File: src/rtl/core/pbsa_pkg.sv
// ---------------------------------------------------------------------------
// PCI BAR sizing and allocation - package
// Shared constants and the result status codes.
// ---------------------------------------------------------------------------
package pbsa_pkg;

  // Number of BAR registers in one function.
  localparam int unsigned BAR_COUNT = 6;

  localparam int unsigned IdxW   = 3;
  localparam int unsigned WordW  = 32;
  localparam int unsigned AddrW  = 64;
  localparam int unsigned CountW = 16;
  localparam int unsigned PaddrW = 5;

  typedef enum logic [2:0] {
    ST_ASSIGNED  = 3'd0,
    ST_IO        = 3'd1,
    ST_UNIMPL    = 3'd2,
    ST_EXHAUSTED = 3'd3,
    ST_MALFORMED = 3'd4
  } status_e;

endpackage

File: src/rtl/core/pci_bar_size_and_assign.sv
// ---------------------------------------------------------------------------
// PCI BAR sizing and aligned bump allocation
// Classifies a probed BAR, decodes its size and carves a naturally aligned
// region out of the configured address window.
// ---------------------------------------------------------------------------
//
//   channel | direction | handshake                      | beat
//   --------+-----------+--------------------------------+-----------------------
//   in      | in        | in_valid_i / in_stall_o        | one probed BAR
//   out     | out       | out_valid_o / out_stall_i      | one result per BAR
//   cfg     | in        | APB psel/penable/pwrite, 64 b  | window enable/base/size
//
// One beat enters per cycle while in_stall_o is low; a result passes through the
//   input register, decode register and result register.
// The allocation pointer closes its loop in the result stage through one
//   65-bit add and a set of parallel compares, so back-to-back beats never wait.
// Reset clears valids, counters, pointer and window registers; no clearing pass.
// A stall on out backs up stage by stage; in_stall_o rises only once all
//   three stages hold a beat.
//
module pci_bar_size_and_assign
  import pbsa_pkg::*;
#(
  parameter int unsigned BarCount = BAR_COUNT
) (
  input  logic              clk_i,
  input  logic              rst_ni,
  // input channel
  input  logic              in_valid_i,
  output logic              in_stall_o,
  input  logic [IdxW-1:0]   bar_index_i,
  input  logic [WordW-1:0]  original_bar_i,
  input  logic [WordW-1:0]  probe_low_i,
  input  logic [WordW-1:0]  probe_high_i,
  // result channel
  output logic              out_valid_o,
  input  logic              out_stall_i,
  output logic [2:0]        status_o,
  output logic [WordW-1:0]  write_low_o,
  output logic [WordW-1:0]  write_high_o,
  output logic [AddrW-1:0]  region_size_o,
  output logic              wide_bar_o,
  output logic [CountW-1:0] assigned_total_o,
  output logic [CountW-1:0] failed_total_o,
  // configuration port
  input  logic              psel,
  input  logic              penable,
  input  logic              pwrite,
  input  logic [PaddrW-1:0] paddr,
  input  logic [AddrW-1:0]  pwdata,
  output logic [AddrW-1:0]  prdata,
  output logic              pready
);

  typedef enum logic [1:0] {
    REG_ENABLE = 2'd0,
    REG_BASE   = 2'd1,
    REG_SIZE   = 2'd2
  } reg_idx_e;

  typedef enum logic [1:0] {
    CLS_MALFORMED,
    CLS_IO,
    CLS_UNIMPL,
    CLS_MEM
  } bar_class_e;

  localparam logic [IdxW-1:0]  BarLimit  = IdxW'(BarCount);
  localparam logic [IdxW-1:0]  LastBar   = IdxW'(BarCount - 1);
  localparam logic [1:0]       Type64    = 2'b10;
  localparam logic [WordW-1:0] LowMask   = 32'hffff_fff0;
  localparam logic [WordW-1:0] OnesWord  = 32'hffff_ffff;
  localparam logic [AddrW:0]   Top32     = 65'h1_0000_0000;

  // -------------------------------------------------------------------------
  // Configuration registers
  // -------------------------------------------------------------------------
  logic             enable_q;
  logic [AddrW-1:0] base_q;
  logic [AddrW-1:0] size_q;
  logic [AddrW:0]   limit_q;     // base + size, 65 bits so it never wraps
  logic             cfg_wr;
  reg_idx_e         cfg_idx;

  assign pready  = 1'b1;
  assign cfg_wr  = psel && penable && pwrite;
  assign cfg_idx = reg_idx_e'(paddr[PaddrW-1:3]);

  always_comb begin
    case (cfg_idx)
      REG_ENABLE: prdata = {{(AddrW-1){1'b0}}, enable_q};
      REG_BASE:   prdata = base_q;
      REG_SIZE:   prdata = size_q;
      default:    prdata = '0;
    endcase
  end

  // -------------------------------------------------------------------------
  // Pipeline control: each stage advances when the one after it has room
  // -------------------------------------------------------------------------
  logic s1_valid_q, s2_valid_q, out_valid_q;
  logic out_adv, s2_adv, s1_adv, fire;

  assign out_adv    = !out_valid_q || !out_stall_i;
  assign s2_adv     = !s2_valid_q || out_adv;
  assign s1_adv     = !s1_valid_q || s2_adv;
  assign in_stall_o = !s1_adv;
  assign fire       = s2_valid_q && out_adv;

  // -------------------------------------------------------------------------
  // Stage 1: input register
  // -------------------------------------------------------------------------
  logic [IdxW-1:0]  s1_idx_q;
  logic [WordW-1:0] s1_bar_q, s1_lo_q, s1_hi_q;

  // -------------------------------------------------------------------------
  // Decode: classify and isolate the lowest set bit of the size mask
  // -------------------------------------------------------------------------
  logic             dec_is64, dec_unimpl;
  logic [WordW-1:0] dec_lomask;
  logic [AddrW-1:0] dec_mask, dec_span, dec_size;
  bar_class_e       dec_cls;

  assign dec_is64   = (s1_bar_q[2:1] == Type64);
  assign dec_lomask = s1_lo_q & LowMask;
  assign dec_mask   = dec_is64 ? {s1_hi_q, dec_lomask} : {OnesWord, dec_lomask};
  assign dec_unimpl = dec_is64 ? (dec_mask == '0) : (dec_lomask == '0);
  // span covers the lowest set bit and everything below it
  assign dec_span   = dec_mask ^ (dec_mask - AddrW'(1));
  assign dec_size   = dec_mask & dec_span;

  always_comb begin
    if (s1_idx_q >= BarLimit) begin
      dec_cls = CLS_MALFORMED;
    end else if (s1_bar_q[0]) begin
      dec_cls = CLS_IO;
    end else if (dec_is64 && (s1_idx_q >= LastBar)) begin
      dec_cls = CLS_MALFORMED;   // wide BAR has no partner register
    end else if (dec_unimpl) begin
      dec_cls = CLS_UNIMPL;
    end else begin
      dec_cls = CLS_MEM;
    end
  end

  // Stage 2: decode register
  bar_class_e       s2_cls_q;
  logic             s2_wide_q;
  logic [WordW-1:0] s2_bar_q;
  logic [AddrW-1:0] s2_size_q, s2_m_q;

  // -------------------------------------------------------------------------
  // Allocation: round the pointer up to the size and find the region end
  // in one add. With ptr split into an aligned part and a remainder, the
  // aligned start is ptr_hi (+size if remainder) and the end adds one more size.
  // -------------------------------------------------------------------------
  logic [AddrW-1:0]  ptr_q, ptr_hi;
  logic              ptr_rem;
  logic [AddrW:0]    step_start, step_end, start65, end65;
  logic              fits;

  assign ptr_rem    = |(ptr_q & s2_m_q);
  assign ptr_hi     = ptr_q & ~s2_m_q;
  assign step_start = ptr_rem ? {1'b0, s2_size_q} : '0;
  assign step_end   = ptr_rem ? {s2_size_q, 1'b0} : {1'b0, s2_size_q};
  assign start65    = {1'b0, ptr_hi} + step_start;
  assign end65      = {1'b0, ptr_hi} + step_end;

  // Drop anything that reaches the top of the address space, ends below the
  // window, runs past the window or, for a 32-bit BAR, above 4 GiB.
  assign fits = !end65[AddrW] && (end65[AddrW-1:0] >= base_q) && (end65 <= limit_q)
                && (s2_wide_q || (end65 <= Top32));

  status_e          res_status;
  logic [WordW-1:0] res_low, res_high;
  logic [AddrW-1:0] res_size;
  logic             res_wide, res_bump, res_ok, res_fail;

  always_comb begin
    res_status = ST_MALFORMED;
    res_low    = s2_bar_q;
    res_high   = '0;
    res_size   = '0;
    res_wide   = 1'b0;
    res_bump   = 1'b0;
    res_ok     = 1'b0;
    res_fail   = 1'b0;
    case (s2_cls_q)
      CLS_IO: begin
        res_status = ST_IO;
      end
      CLS_UNIMPL: begin
        res_status = ST_UNIMPL;
        res_wide   = s2_wide_q;
      end
      CLS_MEM: begin
        res_size = s2_size_q;
        res_wide = s2_wide_q;
        if (!enable_q) begin
          res_status = ST_EXHAUSTED;
        end else if (fits) begin
          res_status = ST_ASSIGNED;
          res_low    = {start65[WordW-1:4], s2_bar_q[3:0]};
          res_high   = s2_wide_q ? start65[AddrW-1:WordW] : '0;
          res_bump   = 1'b1;
          res_ok     = 1'b1;
        end else begin
          res_status = ST_EXHAUSTED;
          res_fail   = 1'b1;
        end
      end
      default: begin
        res_status = ST_MALFORMED;
      end
    endcase
  end

  // Saturating counters
  logic [CountW-1:0] assigned_q, assigned_d, failed_q, failed_d;

  assign assigned_d = (fire && res_ok && (assigned_q != '1)) ? assigned_q + CountW'(1)
                                                              : assigned_q;
  assign failed_d   = (fire && res_fail && (failed_q != '1)) ? failed_q + CountW'(1)
                                                              : failed_q;

  // -------------------------------------------------------------------------
  // Control state
  // -------------------------------------------------------------------------
  always_ff @(posedge clk_i or negedge rst_ni) begin
    if (!rst_ni) begin
      s1_valid_q  <= 1'b0;
      s2_valid_q  <= 1'b0;
      out_valid_q <= 1'b0;
      enable_q    <= 1'b0;
      base_q      <= '0;
      size_q      <= '0;
      limit_q     <= '0;
      ptr_q       <= '0;
      assigned_q  <= '0;
      failed_q    <= '0;
    end else begin
      if (s1_adv) begin
        s1_valid_q <= in_valid_i;
      end
      if (s2_adv) begin
        s2_valid_q <= s1_valid_q;
      end
      if (out_adv) begin
        out_valid_q <= s2_valid_q;
      end
      assigned_q <= assigned_d;
      failed_q   <= failed_d;
      // A base write reloads the pointer; otherwise advance past each region.
      if (cfg_wr && (cfg_idx == REG_BASE)) begin
        ptr_q <= pwdata;
      end else if (fire && res_bump) begin
        ptr_q <= end65[AddrW-1:0];
      end
      if (cfg_wr) begin
        case (cfg_idx)
          REG_ENABLE: enable_q <= pwdata[0];
          REG_BASE: begin
            base_q  <= pwdata;
            limit_q <= {1'b0, pwdata} + {1'b0, size_q};
          end
          REG_SIZE: begin
            size_q  <= pwdata;
            limit_q <= {1'b0, base_q} + {1'b0, pwdata};
          end
          default: begin
          end
        endcase
      end
    end
  end

  // -------------------------------------------------------------------------
  // Payload registers
  // -------------------------------------------------------------------------
  status_e           out_status_q;
  logic [WordW-1:0]  out_low_q, out_high_q;
  logic [AddrW-1:0]  out_size_q;
  logic              out_wide_q;
  logic [CountW-1:0] out_assigned_q, out_failed_q;

  always_ff @(posedge clk_i) begin
    if (in_valid_i && s1_adv) begin
      s1_idx_q <= bar_index_i;
      s1_bar_q <= original_bar_i;
      s1_lo_q  <= probe_low_i;
      s1_hi_q  <= probe_high_i;
    end
    if (s1_valid_q && s2_adv) begin
      s2_cls_q  <= dec_cls;
      s2_wide_q <= dec_is64;
      s2_bar_q  <= s1_bar_q;
      s2_size_q <= dec_size;
      s2_m_q    <= dec_span >> 1;
    end
    if (fire) begin
      out_status_q   <= res_status;
      out_low_q      <= res_low;
      out_high_q     <= res_high;
      out_size_q     <= res_size;
      out_wide_q     <= res_wide;
      out_assigned_q <= assigned_d;
      out_failed_q   <= failed_d;
    end
  end

  assign out_valid_o      = out_valid_q;
  assign status_o         = out_status_q;
  assign write_low_o      = out_low_q;
  assign write_high_o     = out_high_q;
  assign region_size_o    = out_size_q;
  assign wide_bar_o       = out_wide_q;
  assign assigned_total_o = out_assigned_q;
  assign failed_total_o   = out_failed_q;

endmodule

File: config.mk
export PLATFORM = sky130hd
export DESIGN_NAME = pci_bar_size_and_assign
export DESIGN_NICKNAME = d
export VERILOG_FILES = /design/src/rtl/core/pbsa_pkg.sv /design/src/rtl/core/pci_bar_size_and_assign.sv
export SDC_FILE = /design/constraint.sdc
export NUM_CORES = 2
export LEC_CHECK = 0
export ABC_AREA = 1
export ABC_CLOCK_PERIOD_IN_PS = 19200
export BUFFER_PORTS_ARGS = -buffer_cell sky130_fd_sc_hd__buf_4
export CELL_PAD_IN_SITES_DETAIL_PLACEMENT = 1
export CELL_PAD_IN_SITES_GLOBAL_PLACEMENT = 2
export CORE_MARGIN = 4
export CORE_UTILIZATION = 39
export CTS_BUF_LIST = sky130_fd_sc_hd__clkbuf_16
export CTS_CLUSTER_SIZE = 24
export DETAILED_ROUTE_END_ITERATION = 7
export GPL_TIMING_DRIVEN = 0
export PLACE_DENSITY = 0.95
export SETUP_SLACK_MARGIN = 0.05
export SLEW_MARGIN = 10
export SYNTH_ARGS = -nofsm -noshare
export SYNTH_HDL_FRONTEND = slang
export SYNTH_SLANG_ARGS = --single-unit
File: constraint.sdc
create_clock -name clk_i -period 19.2 [get_ports clk_i]
set_input_delay 3.84 -clock clk_i [delete_from_list [all_inputs] [get_ports clk_i]]
set_output_delay 3.84 -clock clk_i [all_outputs]
set_load 0.01 [all_outputs]
; Word level (Yosys, flattened, before mapping)
; Index checks and enable logic that the tools add are counted.
[word_totals]
register_bits = 718
out_inout_bits = 231
[op_classes]
reduce_logical = 37
n_mux = 25
n_eq_ne = 8
n_bitwise = 5
addsub = 7
order_cmp = 5
[op_table]
columns = op, n
row1 = 64-bit 2-to-1 mux, 4
row2 = 64-bit case mux with 3 select lines, 1
row3 = 64-bit by 64-bit adder with 65-bit output, 2
row4 = 65-bit case mux with 2 select lines, 1
row5 = 64-bit AND, 2
row6 = 32-bit 2-to-1 mux, 3
row7 = 64-bit by 65-bit adder with 65-bit output, 1
row8 = 65-bit by 33-bit <= comparator with 1-bit output (second input constant), 1
row9 = 65-bit <= comparator, 1
row10 = 65-bit 2-to-1 mux, 1
row11 = 64-bit adder, 1
row12 = 64-bit by 63-bit AND with 64-bit output, 1
row13 = 64-bit >= comparator, 1
row14 = 64-bit logical NOT, 1
row15 = 63-bit NOT with 64-bit output, 1
row16 = 64-bit OR reduction, 1
row17 = 64-bit by 1-bit subtractor with 64-bit output (second input constant), 1
row18 = 64-bit XOR, 1
row19 = 16-bit by 1-bit adder with 16-bit output (second input constant), 2
row20 = 32-bit logical NOT, 1
row21 = 16-bit 2-to-1 mux, 2
row22 = 16-bit inequality test (second input constant), 2
row23 = 1-bit logical AND, 14
row24 = 1-bit 2-to-1 mux, 10
row25 = other kinds (13), 31

; Depth between registers and ports, before layout
[logic_depth]
ltp_word = 14
mapped_depth = 47
mapped_depth_nobuf = 44

; Worst setup path after synthesis
; No wires, ideal clock.
[synth_path]
kind = input to register
from = input out_stall_i
to = register out_assigned_q[0] (netlist: assigned_total_o[0]), enable pin
setup_ns = 0.685
setup_slack_ns = 7.847
path_buffers = 0
stages = 3
arrival_ns = 10.668
path_cell_list = nand2_1 > inv_1 > nor2_1
[synth_between]
elab_chain_cells = 3
[synth_lines]
columns = item, line_no
row1 = from (decl), pci_bar_size_and_assign.sv:37  ; input logic out_stall_i,
row2 = 1-bit logical NOT, pci_bar_size_and_assign.sv:104  ; assign out_adv = !out_valid_q || !out_stall_i;
row3 = 1-bit logical OR, pci_bar_size_and_assign.sv:104
row4 = 1-bit logical AND, pci_bar_size_and_assign.sv:108  ; assign fire = s2_valid_q && out_adv;
row5 = named net fire, pci_bar_size_and_assign.sv:102  ; logic out_adv, s2_adv, s1_adv, fire;
row6 = to (signal assigned), pci_bar_size_and_assign.sv:306  ; out_assigned_q <= assigned_d;
row7 = to (decl), pci_bar_size_and_assign.sv:284  ; logic [CountW-1:0] out_assigned_q, out_failed_q;
; The timed path passes the listed nets, and every way through them passes these cells.
; A chain may end at the register's enable or synchronous reset.

; Final worst setup path
[layout_path]
from = input paddr[3]
to = output prdata[59]
[layout_between]
elab_chain_cells = 2
[layout_lines]
columns = item, line_no
row1 = from (decl), pci_bar_size_and_assign.sv:49  ; input logic [PaddrW-1:0] paddr,
row2 = 2-bit equality test (tied with other cells), pci_bar_size_and_assign.sv:90  ; case (cfg_idx)
row3 = 64-bit case mux with 3 select lines *, pci_bar_size_and_assign.sv:90
row4 = to (decl), pci_bar_size_and_assign.sv:51  ; output logic [AddrW-1:0] prdata,
; Mark *: on every way between the ends. The rest lies on a longest branch, timed or not.

==> flow_summary.toml <==
[min_path]
min-delay-path-class = "flop to flop"
min_path_cells = 0

[synth]
ys.warnings.count = 0
ys_seq_area_frac = 0.409
synth_area_leaders = "sky130_fd_sc_hd__edfxtp_1 26%, sky130_fd_sc_hd__dfrtp_1 15%, sky130_fd_sc_hd__nand2_1 13%"
synth_async_sr_flop_share = 0.417
synth_edf_count = 409
synthesis.instances = 6331
synthDominantAreaCellType = "sky130_fd_sc_hd__edfxtp_1"
synth_seq_cells = 702
mean_instance_size_in_the_synthesized_netlist_um2 = 7.58
synth.distinct_cells = 69
ys.flop_type = "sky130_fd_sc_hd__edfxtp_1"
post-synth-top-area-fraction = 0.256
synth_area_um2 = 48000

[die]
area_of_the_core_um2 = 122000
number_of_top_level_pins = 406
die_area_um2 = 129000
std_cell_rows = 128
initial_utilization = 0.393
die_ht_um = 359
dieWidth_um = 359

[global_route]
grtUsageMet1 = 0.382
groute.layer.met2.usage = 0.531
groute.usage.overall = 0.303
gr-max-usage-layer = "met2"
grt_first_pass_wirelength_um = 295000
antenna_violations_before_repair = 8
grtUsageMet3 = 0.0495
grt_max_degree = 104
via_count_of_the_first_global_routing_pass = 47200
grt_overflow_total = 0

[timing]
final.setup.worst_slack_ps = 8640
final_worst_path_cycle_share = 0.550
worst_slew_margin_relative_to_its_limit = 0.0562
timing.fmax_ghz = 0.0947
fin_worst_skew_ps = 26.3
period_needed_ps = 10560
rsz0062_at_grt = "false"
setup_total_negative_slack_ps = 0
finalHoldViolCount = 0
setup_viol = 0
timing_worst_slew_pin_value_ps = 1400
slew_viol_final = 0

[power]
power_density_nw_per_um2 = 113
peakVddDrop_mv = 0.0770
internal_power_w = 0.00369
power.sequential.fraction = 0.330
clkPwrFrac = 0.262
cellLeakagePower_nw = 27.2
net_sw_frac = 0.420
net-switching-power_w = 0.00267
pwr-share-comb = 0.408

[clock_network]
cts-htree-levels = 3
tritoncts = "yes"
clkSlewWorstSetupHoldPaths_ps = 60
holdBufCountCts = 0
cts-resized-gates = 0
cts-root-buf = "sky130_fd_sc_hd__clkbuf_16"
cts_inserted_buffers = 85
cts.path.max_buffers = 3
post_cts.repair.setup_buffers = 0
clkLatencyLatePin_ps = 700
cts_num_sinks = 702

[setup_path]
timing.critical_path.cells = "buf_4 -> inv_1 -> ha_1 -> clkbuf_1 -> clkbuf_1 -> clkbuf_1 -> nand2_1 -> a21oi_1 -> buf_4"
timing.setup.critical_path_class = "input port to primary output"
worst_path_most_repeated_cell = "sky130_fd_sc_hd__clkbuf_1"
cp-start-kind = "input port"
timing.critical_path.fanout_max = 10
endpoint_kind = "primary output"
reg2reg_setup_slack_ps = 9720
slowest_delay_ps = 880
critical_path_arrival_ps = 6720
slowest_stage = "sky130_fd_sc_hd__clkbuf_1"
cp.required_ps = 15360
r2r_cells = 33

[finish]
area.sequential_um2 = 19600
final_cell_area_um2 = 56100
multiInputGateArea_um2 = 23800
post_route_cells_drive_above_1_share = 0.0949
mostFrequentLayoutCell = "sky130_fd_sc_hd__nand2_1"
layout.filler_cells = 15100
syn_to_final_growth_pct = 16.9
mostFrequentLayoutCells = "1628 x sky130_fd_sc_hd__nand2_1, 1050 x sky130_fd_sc_hd__inv_1, 659 x sky130_fd_sc_hd__nor2_1, 415 x sky130_fd_sc_hd__a21oi_1, 409 x sky130_fd_sc_hd__edfxtp_1"
num-nets-final = 7375

[detailed_routing]
routedWlPerCell_um = 23.5
remaining_drc_errors = 0
wirelength_um = 201000
num_vias = 45600
detail_route.iter0.violations = 3462
first_pass_iters = 6
antenna_left = 0
route.detailed.vias_per_inst = 5.35

[place]
dp_wirelength_um = 167000
gpl.final_weighted_congestion = 0.987
post_dp_cell_area_um2 = 53300
port-buffer-count = 393
detailedPlace.worstSlack_ps = 8780

[status]
outcome = "completed"

[run]
max-cap-violations = 0
## registers in the layout, indices dropped and copies added, names as in the netlist, 28 cells and up
| register | cells |
|---|---|
| write_low_o | 32 |
| s1_lo_q | 28 |
| ptr_q | 64 |
| limit_q | 65 |
| write_high_o | 32 |
| base_q | 64 |
| s2_size_q | 60 |
| s2_m_q | 59 |
| region_size_o | 60 |
| s1_bar_q | 32 |
| s1_hi_q | 32 |
| s2_bar_q | 32 |
| size_q | 64 |
## final timing paths
path                               from      endpoint
max                            paddr[3]    prdata[59]
min                        s1_bar_q[30]  s2_bar_q[30]
max reg2reg                   ptr_q[50]   status_o[0]
min reg2reg                s1_bar_q[30]  s2_bar_q[30]
max in group asynchronous        rst_ni    base_q[61]
min in group asynchronous        rst_ni    size_q[13]
## cells in the mapped netlist, drive strengths merged (5+ instances only)
cell type	n
edfxtp	409
a31oi	64
clkbuf	105
a21o	11
xor2	123
o21a	13
nand3b	21
nor4	35
o21ai	396
o221ai	6
o211ai	15
o21bai	70
ha	368
a21boi	10
and3	10
nand4	99
buf	42
nor3	60
or2	39
nor2	667
dfrtp	293
inv	1047
and2	13
nand3	262
a21oi	416
a211oi	5
xnor2	62
nand2	1635
## kinds of logic after synthesis
group           count (synthesis)  synth area share
xor+xnor                      185            0.0338
compound gates               1029             0.118
mux                             2          0.000469
other cells                     2          0.000156
simple gates                 2843             0.246
buf+inv                      1197            0.0959
fa+ha+maj                     371            0.0972
flops                         702             0.409
## layer usage
metal	vias to the layer above	wire, um
li1	21600	-
met2	1259	98500
met1	22500	84300
met3	302	11300
met5	-	0
met4	0	6520
## final cells by class
cell class	count	share of cell area
Timing Repair Buffer	406	0.0576
Sequential cell	702	0.349
Multi-Input combinational cell	4437	0.424
Buffer	147	0.0118
Clock inverter	72	0.0122
Inverter	1050	0.0704
Clock buffer	85	0.0379
Tap cell	1625	0.0362
Antenna cell	2	0.0000892
## power groups by stage
| stage | clock, W | sequential (W) | combinational, W |
|---|---|---|---|
| finish | 0.00167 | 0.00210 | 0.00259 |
| global route | 0.00175 | 0.00212 | 0.00290 |
| CTS | 0.00169 | 0.00210 | 0.00258 |
| detailed placement | 0 | 0.00213 | 0.00256 |
| global placement | 0 | 0.00214 | 0.00246 |
| floorplan | 0 | 0.00204 | 0.00164 |
## per-stage QoR
stage | std cells | total power [W] | utilization | hold WS (ps)
2_1_floorplan | 6336 | 0.00369 | - | 400
5_1_grt | 8525 | 0.00677 | 0.460 | 428
6_report | 8526 | 0.00636 | 0.460 | 409
3_5_place_dp | 8367 | 0.00469 | 0.437 | 406
4_1_cts | 8524 | 0.00638 | 0.460 | 409
3_3_place_gp | 8354 | 0.00460 | 0.434 | 403
## critical path, delay by kind of cell
| kind | cells | cell delay (ps) |
|---|---|---|
| buffers and inverters | 6 | 2330 |
| AND/OR/NAND/NOR | 1 | 140 |
| AO/OA/AOI/OAI | 1 | 240 |
| adder cells (fa/ha/maj) | 1 | 140 |
(Power assumes the default switching activity.)
